### config.mk
export PLATFORM = sky130hd
export DESIGN_NAME = heightmap_edge_taper_loader
export DESIGN_NICKNAME = d
export VERILOG_FILES = /design/src/hdl/hmt_pkg.sv /design/src/hdl/hmt_ctrl.sv /design/src/hdl/hmt_dp.sv /design/src/hdl/heightmap_edge_taper_loader.sv
export VERILOG_INCLUDE_DIRS = /design/src /design/src/hdl
export SDC_FILE = /design/constraint.sdc
export NUM_CORES = 2
export LEC_CHECK = 0
export BUFFER_PORTS_ARGS = -buffer_cell sky130_fd_sc_hd__buf_2
export CORE_AREA = 2 2 349 351
export DETAILED_ROUTE_END_ITERATION = 10
export DIE_AREA = 0 0 351 353
export GPL_TIMING_DRIVEN = 0
export PLACE_DENSITY = 0.6
export SKIP_LAST_GASP = 1
export SYNTH_ARGS = -nofsm -noshare
export SYNTH_HDL_FRONTEND = slang
export SYNTH_SLANG_ARGS = --single-unit
export TNS_END_PERCENT = 30
### constraint.sdc
create_clock -name clk -period 8.8 [get_ports clk]
set_input_delay 2.64 -clock clk [delete_from_list [all_inputs] [get_ports clk]]
set_output_delay 2.64 -clock clk [all_outputs]
set_load 0.02 [all_outputs]
### src/hdl/heightmap_edge_taper_loader_assert.svh
// Assertion macros shared by the heightmap edge taper loader RTL
`ifndef HEIGHTMAP_EDGE_TAPER_LOADER_ASSERT_SVH
`define HEIGHTMAP_EDGE_TAPER_LOADER_ASSERT_SVH

// implication checked at every clock edge outside reset
`define HMT_ASSERT_IMP(lbl, ante, cons) \
  lbl: assert property (@(posedge clk) disable iff (!rst_n) (ante) |-> (cons)) \
    else $error("implication check failed");

// condition that must never hold outside reset
`define HMT_ASSERT_NEVER(lbl, cond) \
  lbl: assert property (@(posedge clk) disable iff (!rst_n) !(cond)) \
    else $error("forbidden condition seen");

`endif

### src/hdl/hmt_pkg.sv
// Shared types and constants of the heightmap edge taper loader
package hmt_pkg;

  localparam int MAX_GRID = 4096;
  localparam int N_W      = 13;
  localparam int C_W      = 12;
  localparam int S_W      = 16;
  localparam int CFG_A_W  = 2;
  localparam int OUT_D_W  = 72;

  localparam logic signed [S_W-1:0] H_MIN = 16'sh8000;
  localparam logic signed [S_W-1:0] H_MAX = 16'sh7fff;

  // configuration register indexes
  localparam logic [CFG_A_W-1:0] REG_GRID_SIZE  = 2'd0;
  localparam logic [CFG_A_W-1:0] REG_FOLD_WIDTH = 2'd1;

  typedef enum logic [2:0] {
    ST_IDLE,
    ST_MUL,
    ST_DINIT,
    ST_DIV,
    ST_LOAD
  } hmt_state_t;

  // controller to datapath commands
  typedef struct packed {
    logic take;
    logic mul;
    logic div_init;
    logic div_step;
    logic load;
  } hmt_cmd_t;

  // datapath to controller status
  typedef struct packed {
    logic div_last;
    logic out_full;
  } hmt_sts_t;

endpackage

### src/hdl/hmt_ctrl.sv
// Controller state machine of the heightmap edge taper loader
module hmt_ctrl import hmt_pkg::*; (
  input  logic     clk,
  input  logic     rst_n,
  input  logic     in_tvalid,
  output logic     in_tready,
  input  hmt_sts_t sts,
  output hmt_cmd_t cmd
);

  hmt_state_t state_r, state_nxt;

  // state register
  always_ff @(posedge clk) begin
    if (!rst_n) begin
      state_r <= ST_IDLE;
    end else begin
      state_r <= state_nxt;
    end
  end

  // next state
  always_comb begin
    state_nxt = state_r;
    case (state_r)
      ST_IDLE:  if (in_tvalid) state_nxt = ST_MUL;
      ST_MUL:   state_nxt = ST_DINIT;
      ST_DINIT: state_nxt = ST_DIV;
      ST_DIV:   if (sts.div_last) state_nxt = ST_LOAD;
      ST_LOAD:  if (!sts.out_full) state_nxt = ST_IDLE;
      default:  state_nxt = ST_IDLE;
    endcase
  end

  // outputs
  always_comb begin
    cmd       = '0;
    in_tready = 1'b0;
    case (state_r)
      ST_IDLE: begin
        in_tready = 1'b1;
        cmd.take  = in_tvalid;
      end
      ST_MUL:   cmd.mul = 1'b1;
      ST_DINIT: cmd.div_init = 1'b1;
      ST_DIV:   cmd.div_step = 1'b1;
      ST_LOAD:  cmd.load = !sts.out_full;
      default:  cmd = '0;
    endcase
  end

endmodule

### src/hdl/hmt_dp.sv
// Datapath: counters, taper factors, multipliers, divider, output register
module hmt_dp import hmt_pkg::*; (
  input  logic               clk,
  input  logic               rst_n,
  input  logic               cfg_wen,
  input  logic [CFG_A_W-1:0] cfg_addr,
  input  logic [N_W-1:0]     cfg_wdata,
  input  logic [S_W-1:0]     in_sample,
  input  hmt_cmd_t           cmd,
  output hmt_sts_t           sts,
  output logic               out_tvalid,
  input  logic               out_tready,
  output logic [OUT_D_W-1:0] out_tdata,
  output logic               out_tlast
);

  `include "heightmap_edge_taper_loader_assert.svh"

  logic [N_W-1:0] grid_r;
  logic [C_W-1:0] fold_r;
  logic [C_W-1:0] row_r, col_r;
  logic signed [S_W-1:0] max_r, min_r;

  logic [S_W-1:0] v_r;
  logic [C_W-1:0] ar_r, ac_r, f_r;
  logic [C_W-1:0] scol_r, srow_r;
  logic           done_r, restart_r;
  logic [2*C_W-1:0] prod_r, fsq_r;
  logic [39:0]    rem_r;
  logic [38:0]    dsh_r;
  logic [S_W-1:0] q_r;
  logic [3:0]     cnt_r;

  logic               ovalid_r, odone_r;
  logic [C_W-1:0]     ocol_r, orow_r;
  logic signed [S_W-1:0] oh_r, omax_r, omin_r;

  // configuration registers
  always_ff @(posedge clk) begin
    if (!rst_n) begin
      grid_r <= N_W'(256);
      fold_r <= '0;
    end else if (cfg_wen) begin
      case (cfg_addr)
        REG_GRID_SIZE:  grid_r <= cfg_wdata;
        REG_FOLD_WIDTH: fold_r <= cfg_wdata[C_W-1:0];
        default: ;
      endcase
    end
  end

  // effective size and position of the incoming sample
  logic [N_W-1:0] n, nm1;
  logic           restart, done, col_end;
  logic [C_W-1:0] cr, cc;
  logic [N_W-1:0] fz;
  always_comb begin
    if (grid_r == '0) n = N_W'(1);
    else if (grid_r > N_W'(MAX_GRID)) n = N_W'(MAX_GRID);
    else n = grid_r;
    nm1     = n - N_W'(1);
    restart = ({1'b0, row_r} >= n) || ({1'b0, col_r} >= n);
    cr      = restart ? '0 : row_r;
    cc      = restart ? '0 : col_r;
    col_end = ({1'b0, cc} == nm1);
    done    = col_end && ({1'b0, cr} == nm1);
    fz      = {1'b0, fold_r};
  end

  function automatic logic [C_W-1:0] taper(input logic [C_W-1:0] c,
                                           input logic [N_W-1:0] nn,
                                           input logic [C_W-1:0] f);
    logic [N_W-1:0] sum;
    logic [N_W-1:0] far;
    sum = {1'b0, c} + {1'b0, f};
    far = nn - N_W'(1) - {1'b0, c};
    if (c < f) taper = c;
    else if (sum > nn) taper = far[C_W-1:0];
    else taper = f;
  endfunction

  // grid counters and input capture
  always_ff @(posedge clk) begin
    if (!rst_n) begin
      row_r <= '0;
      col_r <= '0;
    end else if (cmd.take) begin
      if (done) begin
        row_r <= '0;
        col_r <= '0;
      end else if (col_end) begin
        row_r <= cr + C_W'(1);
        col_r <= '0;
      end else begin
        row_r <= cr;
        col_r <= cc + C_W'(1);
      end
    end
  end

  always_ff @(posedge clk) begin
    if (cmd.take) begin
      v_r       <= in_sample;
      scol_r    <= cc;
      srow_r    <= nm1[C_W-1:0] - cr;
      done_r    <= done;
      restart_r <= restart;
      if (fz == '0) begin
        // no taper: unit factors over a unit divisor
        ar_r <= C_W'(1);
        ac_r <= C_W'(1);
        f_r  <= C_W'(1);
      end else begin
        ar_r <= taper(cr, n, fold_r);
        ac_r <= taper(cc, n, fold_r);
        f_r  <= fold_r;
      end
    end
  end

  // factor product and squared border width
  always_ff @(posedge clk) begin
    if (cmd.mul) begin
      prod_r <= (2*C_W)'(ar_r) * (2*C_W)'(ac_r);
      fsq_r  <= (2*C_W)'(f_r) * (2*C_W)'(f_r);
    end
  end

  // restoring divider, one quotient bit per cycle
  logic [39:0] diff;
  logic        ge;
  assign ge   = rem_r >= {1'b0, dsh_r};
  assign diff = rem_r - {1'b0, dsh_r};

  always_ff @(posedge clk) begin
    if (cmd.div_init) begin
      rem_r <= 40'(prod_r) * 40'(v_r);
      dsh_r <= {fsq_r, 15'd0};
      q_r   <= '0;
      cnt_r <= 4'd15;
    end else if (cmd.div_step) begin
      if (ge) rem_r <= diff;
      q_r   <= {q_r[S_W-2:0], ge};
      dsh_r <= dsh_r >> 1;
      cnt_r <= cnt_r - 4'd1;
    end
  end

  assign sts.div_last = (cnt_r == 4'd0);
  assign sts.out_full = ovalid_r && !out_tready;

  // height and running extremes
  logic signed [S_W-1:0] h, bmax, bmin, nmax, nmin;
  always_comb begin
    h    = {~q_r[S_W-1], q_r[S_W-2:0]};
    bmax = restart_r ? H_MIN : max_r;
    bmin = restart_r ? H_MAX : min_r;
    nmax = (h > bmax) ? h : bmax;
    nmin = (h < bmin) ? h : bmin;
  end

  always_ff @(posedge clk) begin
    if (!rst_n) begin
      max_r <= H_MIN;
      min_r <= H_MAX;
    end else if (cmd.load) begin
      max_r <= done_r ? H_MIN : nmax;
      min_r <= done_r ? H_MAX : nmin;
    end
  end

  // output register
  always_ff @(posedge clk) begin
    if (!rst_n) begin
      ovalid_r <= 1'b0;
    end else if (cmd.load) begin
      ovalid_r <= 1'b1;
    end else if (out_tready) begin
      ovalid_r <= 1'b0;
    end
  end

  always_ff @(posedge clk) begin
    if (cmd.load) begin
      ocol_r  <= scol_r;
      orow_r  <= srow_r;
      oh_r    <= h;
      omax_r  <= nmax;
      omin_r  <= nmin;
      odone_r <= done_r;
    end
  end

  assign out_tvalid = ovalid_r;
  assign out_tdata  = {omin_r, omax_r, oh_r, orow_r, ocol_r};
  assign out_tlast  = odone_r;

  `HMT_ASSERT_IMP(a_ext_order, ovalid_r, (omax_r >= oh_r) && (omin_r <= oh_r))
  `HMT_ASSERT_NEVER(a_load_full, cmd.load && sts.out_full)
  `HMT_ASSERT_NEVER(a_take_load, cmd.take && cmd.load)
  `HMT_ASSERT_IMP(a_div_len, cmd.div_init, ##16 sts.div_last)

endmodule

### src/hdl/heightmap_edge_taper_loader.sv
// Top level of the heightmap edge taper loader
//
// Input stream: one 16-bit unsigned grey sample per transaction, row-major
// over a square grid of grid_size by grid_size samples.
// Output stream: one transaction per sample carrying the row-mirrored store
// address, the tapered signed height and the running max/min of the grid;
// tlast marks the last sample of a grid.
// Configuration: cfg_wen writes cfg_wdata to register cfg_addr (0 grid_size,
// 1 fold_width) at a clock edge; user must write only while idle (not enforced).
// From acceptance to a loaded result, each sample passes through capture,
// two multiplies, divider setup and a restoring divider producing one
// quotient bit a cycle. A new sample is accepted only once the last is loaded.
// The result sits in an output register, so the next sample is accepted
// while it waits; a stalled receiver holds the pipe only at the final
// load step. Reset (rst_n low, synchronous) clears the counters, the
// extremes and the output valid, and restores grid_size 256, fold_width 0.
module heightmap_edge_taper_loader import hmt_pkg::*; (
  input  logic               clk,
  input  logic               rst_n,
  input  logic               cfg_wen,
  input  logic [CFG_A_W-1:0] cfg_addr,
  input  logic [N_W-1:0]     cfg_wdata,
  input  logic               in_tvalid,
  output logic               in_tready,
  input  logic [S_W-1:0]     in_tdata,   // sample
  output logic               out_tvalid,
  input  logic               out_tready,
  output logic [OUT_D_W-1:0] out_tdata,  // store_col, store_row, height, run_max, run_min
  output logic               out_tlast   // grid_done
);

  hmt_cmd_t cmd;
  hmt_sts_t sts;

  hmt_ctrl u_ctrl (
    .clk       (clk),
    .rst_n     (rst_n),
    .in_tvalid (in_tvalid),
    .in_tready (in_tready),
    .sts       (sts),
    .cmd       (cmd)
  );

  hmt_dp u_dp (
    .clk        (clk),
    .rst_n      (rst_n),
    .cfg_wen    (cfg_wen),
    .cfg_addr   (cfg_addr),
    .cfg_wdata  (cfg_wdata),
    .in_sample  (in_tdata),
    .cmd        (cmd),
    .sts        (sts),
    .out_tvalid (out_tvalid),
    .out_tready (out_tready),
    .out_tdata  (out_tdata),
    .out_tlast  (out_tlast)
  );

endmodule

Word-level counts from Yosys, hierarchy flattened

Index checks and enable logic that the tools add are counted.

Eq/ne operators: 10
Reductions and logical operators: 17
Mux-type cells: 35
Magnitude comparators: 10
Multipliers: 3
Add/sub/neg operators: 10
Bitwise operators: 1

Operators with widths:

| kind                                                                 | count |
|---|---|
| 12-bit two-way mux                                                   | 10 |
| 40-bit two-way mux                                                   | 3 |
| 16-bit two-way mux                                                   | 6 |
| 39-bit two-way mux                                                   | 2 |
| 12-bit by 12-bit multiplier with 24-bit output                       | 2 |
| 40-bit by 39-bit greater-or-equal comparator with 1-bit output       | 1 |
| 24-bit by 16-bit multiplier with 40-bit output                       | 1 |
| 40-bit by 39-bit subtractor with 40-bit output                       | 1 |
| 12-bit subtractor                                                    | 3 |
| 12-bit by 12-bit adder with 13-bit output                            | 2 |
| 12-bit by 13-bit equality test with 1-bit output                     | 2 |
| 12-bit by 13-bit greater-or-equal comparator with 1-bit output       | 2 |
| 13-bit greater-than comparator                                       | 2 |
| 13-bit zero test                                                     | 2 |
| 13-bit two-way mux                                                   | 2 |
| 12-bit by 1-bit adder with 12-bit output, second input constant      | 2 |
| 12-bit < comparator                                                  | 2 |
| 16-bit greater-than comparator                                       | 1 |
| 16-bit < comparator                                                  | 1 |
| 3-bit one-hot mux with 5 select lines                                | 1 |
| 13-bit greater-than comparator, second input constant                | 1 |
| 13-bit by 1-bit subtractor with 13-bit output, second input constant | 1 |
| 3-bit two-way mux                                                    | 3 |
| 1-bit two-way mux                                                    | 8 |
| other kinds (16)                                                     | 25 |

Register bits after elaboration: 383
Word-level logic and storage cells: 115
Output and inout port bits: 75

Longest topological paths before layout

Depth after elaboration: 10
Depth in mapped cells: 35
Depth with buffers taken out: 31

Hierarchy

From an unflattened synthesis, not the netlist that was laid out.

Cells, all modules: 4420
Area, all modules: 41581.1 sq um

Modules (own cells, without submodules):

| module   | cells each | instances | area an instance (sq um) |
|---|---|---|---|
| hmt_dp   | 4398       | 1         | 41390.9 |
| hmt_ctrl | 22         | 1         | 190.2 |

Worst setup path after synthesis

No wires, ideal clock.

Kind: reg2reg
From: register u_dp.grid_r[2]
To: register u_dp.ar_r[7] (data pin)
Stages on the path, launching flop included: 34
Arrival time: 6.810 ns
Data required time: 8.546 ns
Slack: 1.736 ns
Period minus slack after synthesis: 7.064 ns
Path through: dfxtp_1 -> nor4_2 -> and2_1 -> a41oi_1 -> nor2_1 -> ha_1 -> nor2b_1 -> o21ai_1 -> a31oi_1 -> o31ai_4 -> nor2_2 -> buf_2 -> buf_1 -> nand2_1 -> inv_1 -> ha_1 -> inv_1 -> fa_1 -> inv_1 -> maj3_1 -> o22ai_1 -> o41ai_1 -> nor2_1 -> xor2_1 -> ha_1 -> and4_1 -> a2111oi_0 -> o211ai_1 -> o2111ai_1 -> a21o_1 -> clkbuf_1 -> clkbuf_1 -> mux2_2 -> o21a_1

Cells in the longest elaborated chain, start to end: 10

Ends and longest elaborated chain:

| item                                                           | RTL line      | source |
|---|---|---|
| start: declaration                                             | hmt_dp.sv:19  | `logic [N_W-1:0] grid_r;` |
| start signal: assignment                                       | hmt_dp.sv:45  | `REG_GRID_SIZE: grid_r <= cfg_wdata;` |
| 13-bit greater-than comparator                                 | hmt_dp.sv:59  | `else if (grid_r > N_W'(MAX_GRID)) n = N_W'(MAX_GRID);` |
| 13-bit two-way mux                                             | hmt_dp.sv:59  |  |
| 13-bit two-way mux *                                           | hmt_dp.sv:58  | `if (grid_r == '0) n = N_W'(1);` |
| 12-bit by 13-bit greater-or-equal comparator with 1-bit output | hmt_dp.sv:62  | `restart = ({1'b0, row_r} >= n) \|\| ({1'b0, col_r} >= n);` |
| 1-bit logical OR                                               | hmt_dp.sv:62  |  |
| 12-bit two-way mux                                             | hmt_dp.sv:63  | `cr = restart ? '0 : row_r;` |
| 12-bit by 12-bit adder with 13-bit output                      | hmt_dp.sv:75  | `sum = {1'b0, c} + {1'b0, f};` |
| 13-bit greater-than comparator                                 | hmt_dp.sv:78  | `else if (sum > nn) taper = far[C_W-1:0];` |
| 12-bit two-way mux                                             | hmt_dp.sv:78  |  |
| 12-bit two-way mux *                                           | hmt_dp.sv:77  | `if (c < f) taper = c;` |
| end signal: assignment                                         | hmt_dp.sv:114 | `ar_r <= taper(cr, n, fold_r);` |
| end: declaration                                               | hmt_dp.sv:25  | `logic [C_W-1:0] ar_r, ac_r, f_r;` |

Mark *: on every way between the ends. The rest lies on a longest branch, timed or not.
A chain may end at the register's enable or synchronous reset.

Worst setup path after layout

Same ends and word-level chain as after synthesis.

==> impl_results.md <==
* Rel. slew slack at 35.21%
* Worst Setup SP: u_dp.grid_r[2]
* Clock Skew at 22.04 ps
* Largest cells by area after synthesis: fa_1 (23%), edfxtp_1 (19%), ha_1 (13%)
* Mapped Area at approximately 42,000 um2
* Hold path cells at 0
* Adder-cell area share of the yosys netlist at 36.08%
* Port-buffer cells at 109
* First-pass GRT wire length at 179.6 mm
* Post-synth EDFFs at 262
* Die Ht at 353 um
* Share of cells above drive strength 1 at 5.948%
* Avg Vias per Cell at roughly 5
* Hold Crit Class: reg2reg
* Compound-cell area share of the yosys netlist at 10.62%
* Vias at 31.85k
* Cells on worst reg2reg path at 32
* Post-synthesis area per instance at 9.390 um2
* Total core area at between 100,000 and 150,000 um2
* Xor and xnor area share after synthesis at around 3.4%
* CP max-delay cell: fa_1
* Total congestion overflow at 0
* Total GRT Usage at 18.40%
* Slowest cell delay on critical path at about 430 ps
* Area grow syn2layout at 10.36%
* Reg2reg setup slack at 450 ps
* Mux share of post-synthesis cell area at under 10%
* Register area share after synthesis at 24.56%
* Cell taking the most area after synthesis: fa_1
* CTS tree: yes
* Fin. max-slew vios at 0
* FF-to-FF End: u_dp.ar_r[7]
* Final ANT Viol Nets at 0
* Final period utilization at 94.89%
* Initial antenna violation count at 3
* Vias in the first global route at 32.29k
* DIE WIDTH at ~350 um
* WHS Endpoint: u_dp.orow_r[4]
* Wire length per cell at 17.99 um
* Starting Density at approximately a third
* Row count at 128
* Ports at 111
* CP Data Required Time at 9180 ps
* Largest net degree at the start of global routing at 56
* Max-cap violation count at 0
* Maximum clock path buffer count at 3
* Period minus WS final at 8350 ps
* First-iteration detailed-routing DRC count at around 2.2k
* Highest Clock Rate at 119.8 MHz
* DRC viols at 0
* Setup TNS at 0 ps
* Flops & latches, synth at 382
* Synth top area share at 23.41%
* Setup Viol. Count Final at 0
* Syn_nets at 5,399
* Post-Syn Instances at approximately 4.5k
* Hold wc startpoint: u_dp.srow_r[4]
* Setup WS post-layout at between 400 and 500 ps
* CP Max Fanout at 19
* Worst-Margin Slew at 961.8 ps
* Status: finished clean
* RSZ-0062 raised after global routing: no
* First-pass DRT Iterations at 5
* Ys async rst share at 0%
* Crit Path Class: reg2reg
* CTS HTree Levels at 2
* Nature of the critical path endpoint: flip-flop
* Critical R2R Launch: u_dp.grid_r[2]
* CTS root buffer: clkbuf_16
* Post-DP HPWL at ~92 mm
* Clock latency on the worst-skew pair at 640 ps
* Arr. time, crit path at 8730 ps
* Warnings from Yosys at 0
* Primary FF master, synth: edfxtp_1
* Nets at about 5.6k
* Final Hold Vio Count at 0
* Cts hold-fix bufs at 0
* Die ar. at 123,900 um2
* TritonCTS Buffers at 48
* Dpl ws at -347.4 ps
* Largest family of logic cells by synthesized area: adder cells
* Worst-path clk slew at 60 ps
* Sink Count at 382
* WL final at 113.1 mm
* Setup bufs post-CTS at 0
* Simple-gate share of the synthesized area at 15.95%
* Cell variety after synth at 103
* Resize count post-CTS at 2
* Crit path launch type: flip-flop
* Placer congestion estimate at 0.9411
[final cells by class]
type                    count  area, um2
fillers                 12090      74450
multi-input cells        3212      28300
flip-flops and latches    382      10270
inverters                 676       2540
well taps                1625       2033
clock buffers              56       1251
plain buffers             182      726.9
repair buffers            116      665.6
clock inverters            33      355.3
diodes                      2      5.005
[cell usage after synthesis (7+ instances only)]
library cell,n
or3_1,11
nor4b_1,7
edfxtp_1,262
clkbuf_1,165
a31oi_1,32
a2111oi_0,7
nor4_1,17
inv_1,671
o31ai_1,14
nor3_1,46
a21oi_1,208
nand2_1,600
a22o_1,16
ha_1,421
dfxtp_1,120
o22ai_1,7
mux2i_1,58
nor2_1,212
a21o_1,65
nand3b_1,9
nand4_1,27
o211ai_1,13
o21a_1,24
nand3_1,87
o21bai_1,15
nor3b_1,9
a211o_1,8
or2_2,21
buf_1,8
o41ai_1,9
xnor2_1,105
xor2_1,56
o21ai_1,9
nand2b_1,43
and3_1,25
nor2b_1,39
and2_1,208
a211oi_1,28
fa_1,489
o21ai_0,143
[stage by stage]
stage | cell area (um2) | std cells | hold slack, ps | util, %
CTS | 46140 | 6283 | 422.2 | 38.26
floorplan | 41820 | 4453 | 400.3 | -
finish | 46150 | 6284 | 419.1 | 38.27
global placement | 44390 | 6187 | 406.3 | 36.81
detailed placement | 44530 | 6194 | 405.9 | 36.92
global route | 46140 | 6282 | 422.2 | 38.26
[kinds of logic after synthesis]
kind of cell | Yosys count
AO/OA/AOI/OAI | 681
XOR/XNOR | 162
adder cells (fa/ha/maj) | 913
buffers and inverters | 859
flip-flops | 382
multiplexers | 64
AND/OR/NAND/NOR | 1392
[state kept, by name, indices dropped and copies added, names as in the netlist, 13 cells and up]
name and cells:
u_dp.v_r 16, u_dp.dsh_r 39, u_dp.fsq_r 23, u_dp.q_r 16, u_dp.grid_r 13, u_dp.min_r 16, u_dp.omax_r 16, u_dp.rem_r 40
u_dp.omin_r 16, u_dp.max_r 16, u_dp.prod_r 24, u_dp.oh_r 16
[cells in the final DEF (no fill, tap or decap), types with 9 or more instances in the layout]
cell type,instances
or2_2,21
a31oi_1,32
o31ai_1,14
a21o_1,65
clkinv_2,9
o21ai_1,9
and3_1,25
and2_1,208
nand4_1,27
nor2_1,211
fa_1,489
nand2_1,599
dfxtp_1,120
clkbuf_16,48
xor2_1,56
nand2b_1,43
edfxtp_1,262
o21ai_0,143
o21bai_1,15
nand3b_1,9
ha_1,421
o211ai_1,13
clkbuf_1,168
mux2i_1,58
or3_1,11
a22o_1,16
nand3_1,87
buf_2,112
a211oi_1,28
o21a_1,24
inv_1,670
o41ai_1,9
nor2b_1,39
a21oi_1,208
nor4_1,17
nor3_1,46
xnor2_1,105
[worst max-delay path, delay by kind of cell (launching register included)]
| kind | cells | cell delay (ps) |
|---|---|---|
| buffers and inverters | 6 | 1490 |
| AND/OR/NAND/NOR | 8 | 1840 |
| AO/OA/AOI/OAI | 11 | 2380 |
| XOR/XNOR | 1 | 160 |
| adder cells (fa/ha/maj) | 5 | 1470 |
| flip-flops | 1 | 370 |
| multiplexers | 1 | 370 |
[metal layers]
metal / share of wire (%) / vias up / global-route usage (%) / wire [um]
met5: 0 / - / 0 / 0
met4: 2.8 / 0 / 5.339 / 3219
met3: 5.6 / 182 / 2.239 / 6324
met2: 48 / 888 / 30.72 / 53830
met1: 44 / 15780 / 24.96 / 49690
li1: - / 15000 / - / -
[how the worst max path moves through the flow]
stage | end | slack, ps | cells after the start
after global routing | u_dp.ar_r[7] | 40 | 32
after floorplan | u_dp.ar_r[7] | 1740 | 33
after CTS | u_dp.ar_r[7] | 40 | 33
after detailed placement | u_dp.ar_r[7] | -350 | 33
after global placement | u_dp.ar_r[7] | -350 | 33
final | u_dp.ar_r[7] | 450 | 32
Power is left out: the tool's default activity adds up to more than one toggle a clock period on the data nets, which glitch-free logic cannot reach.
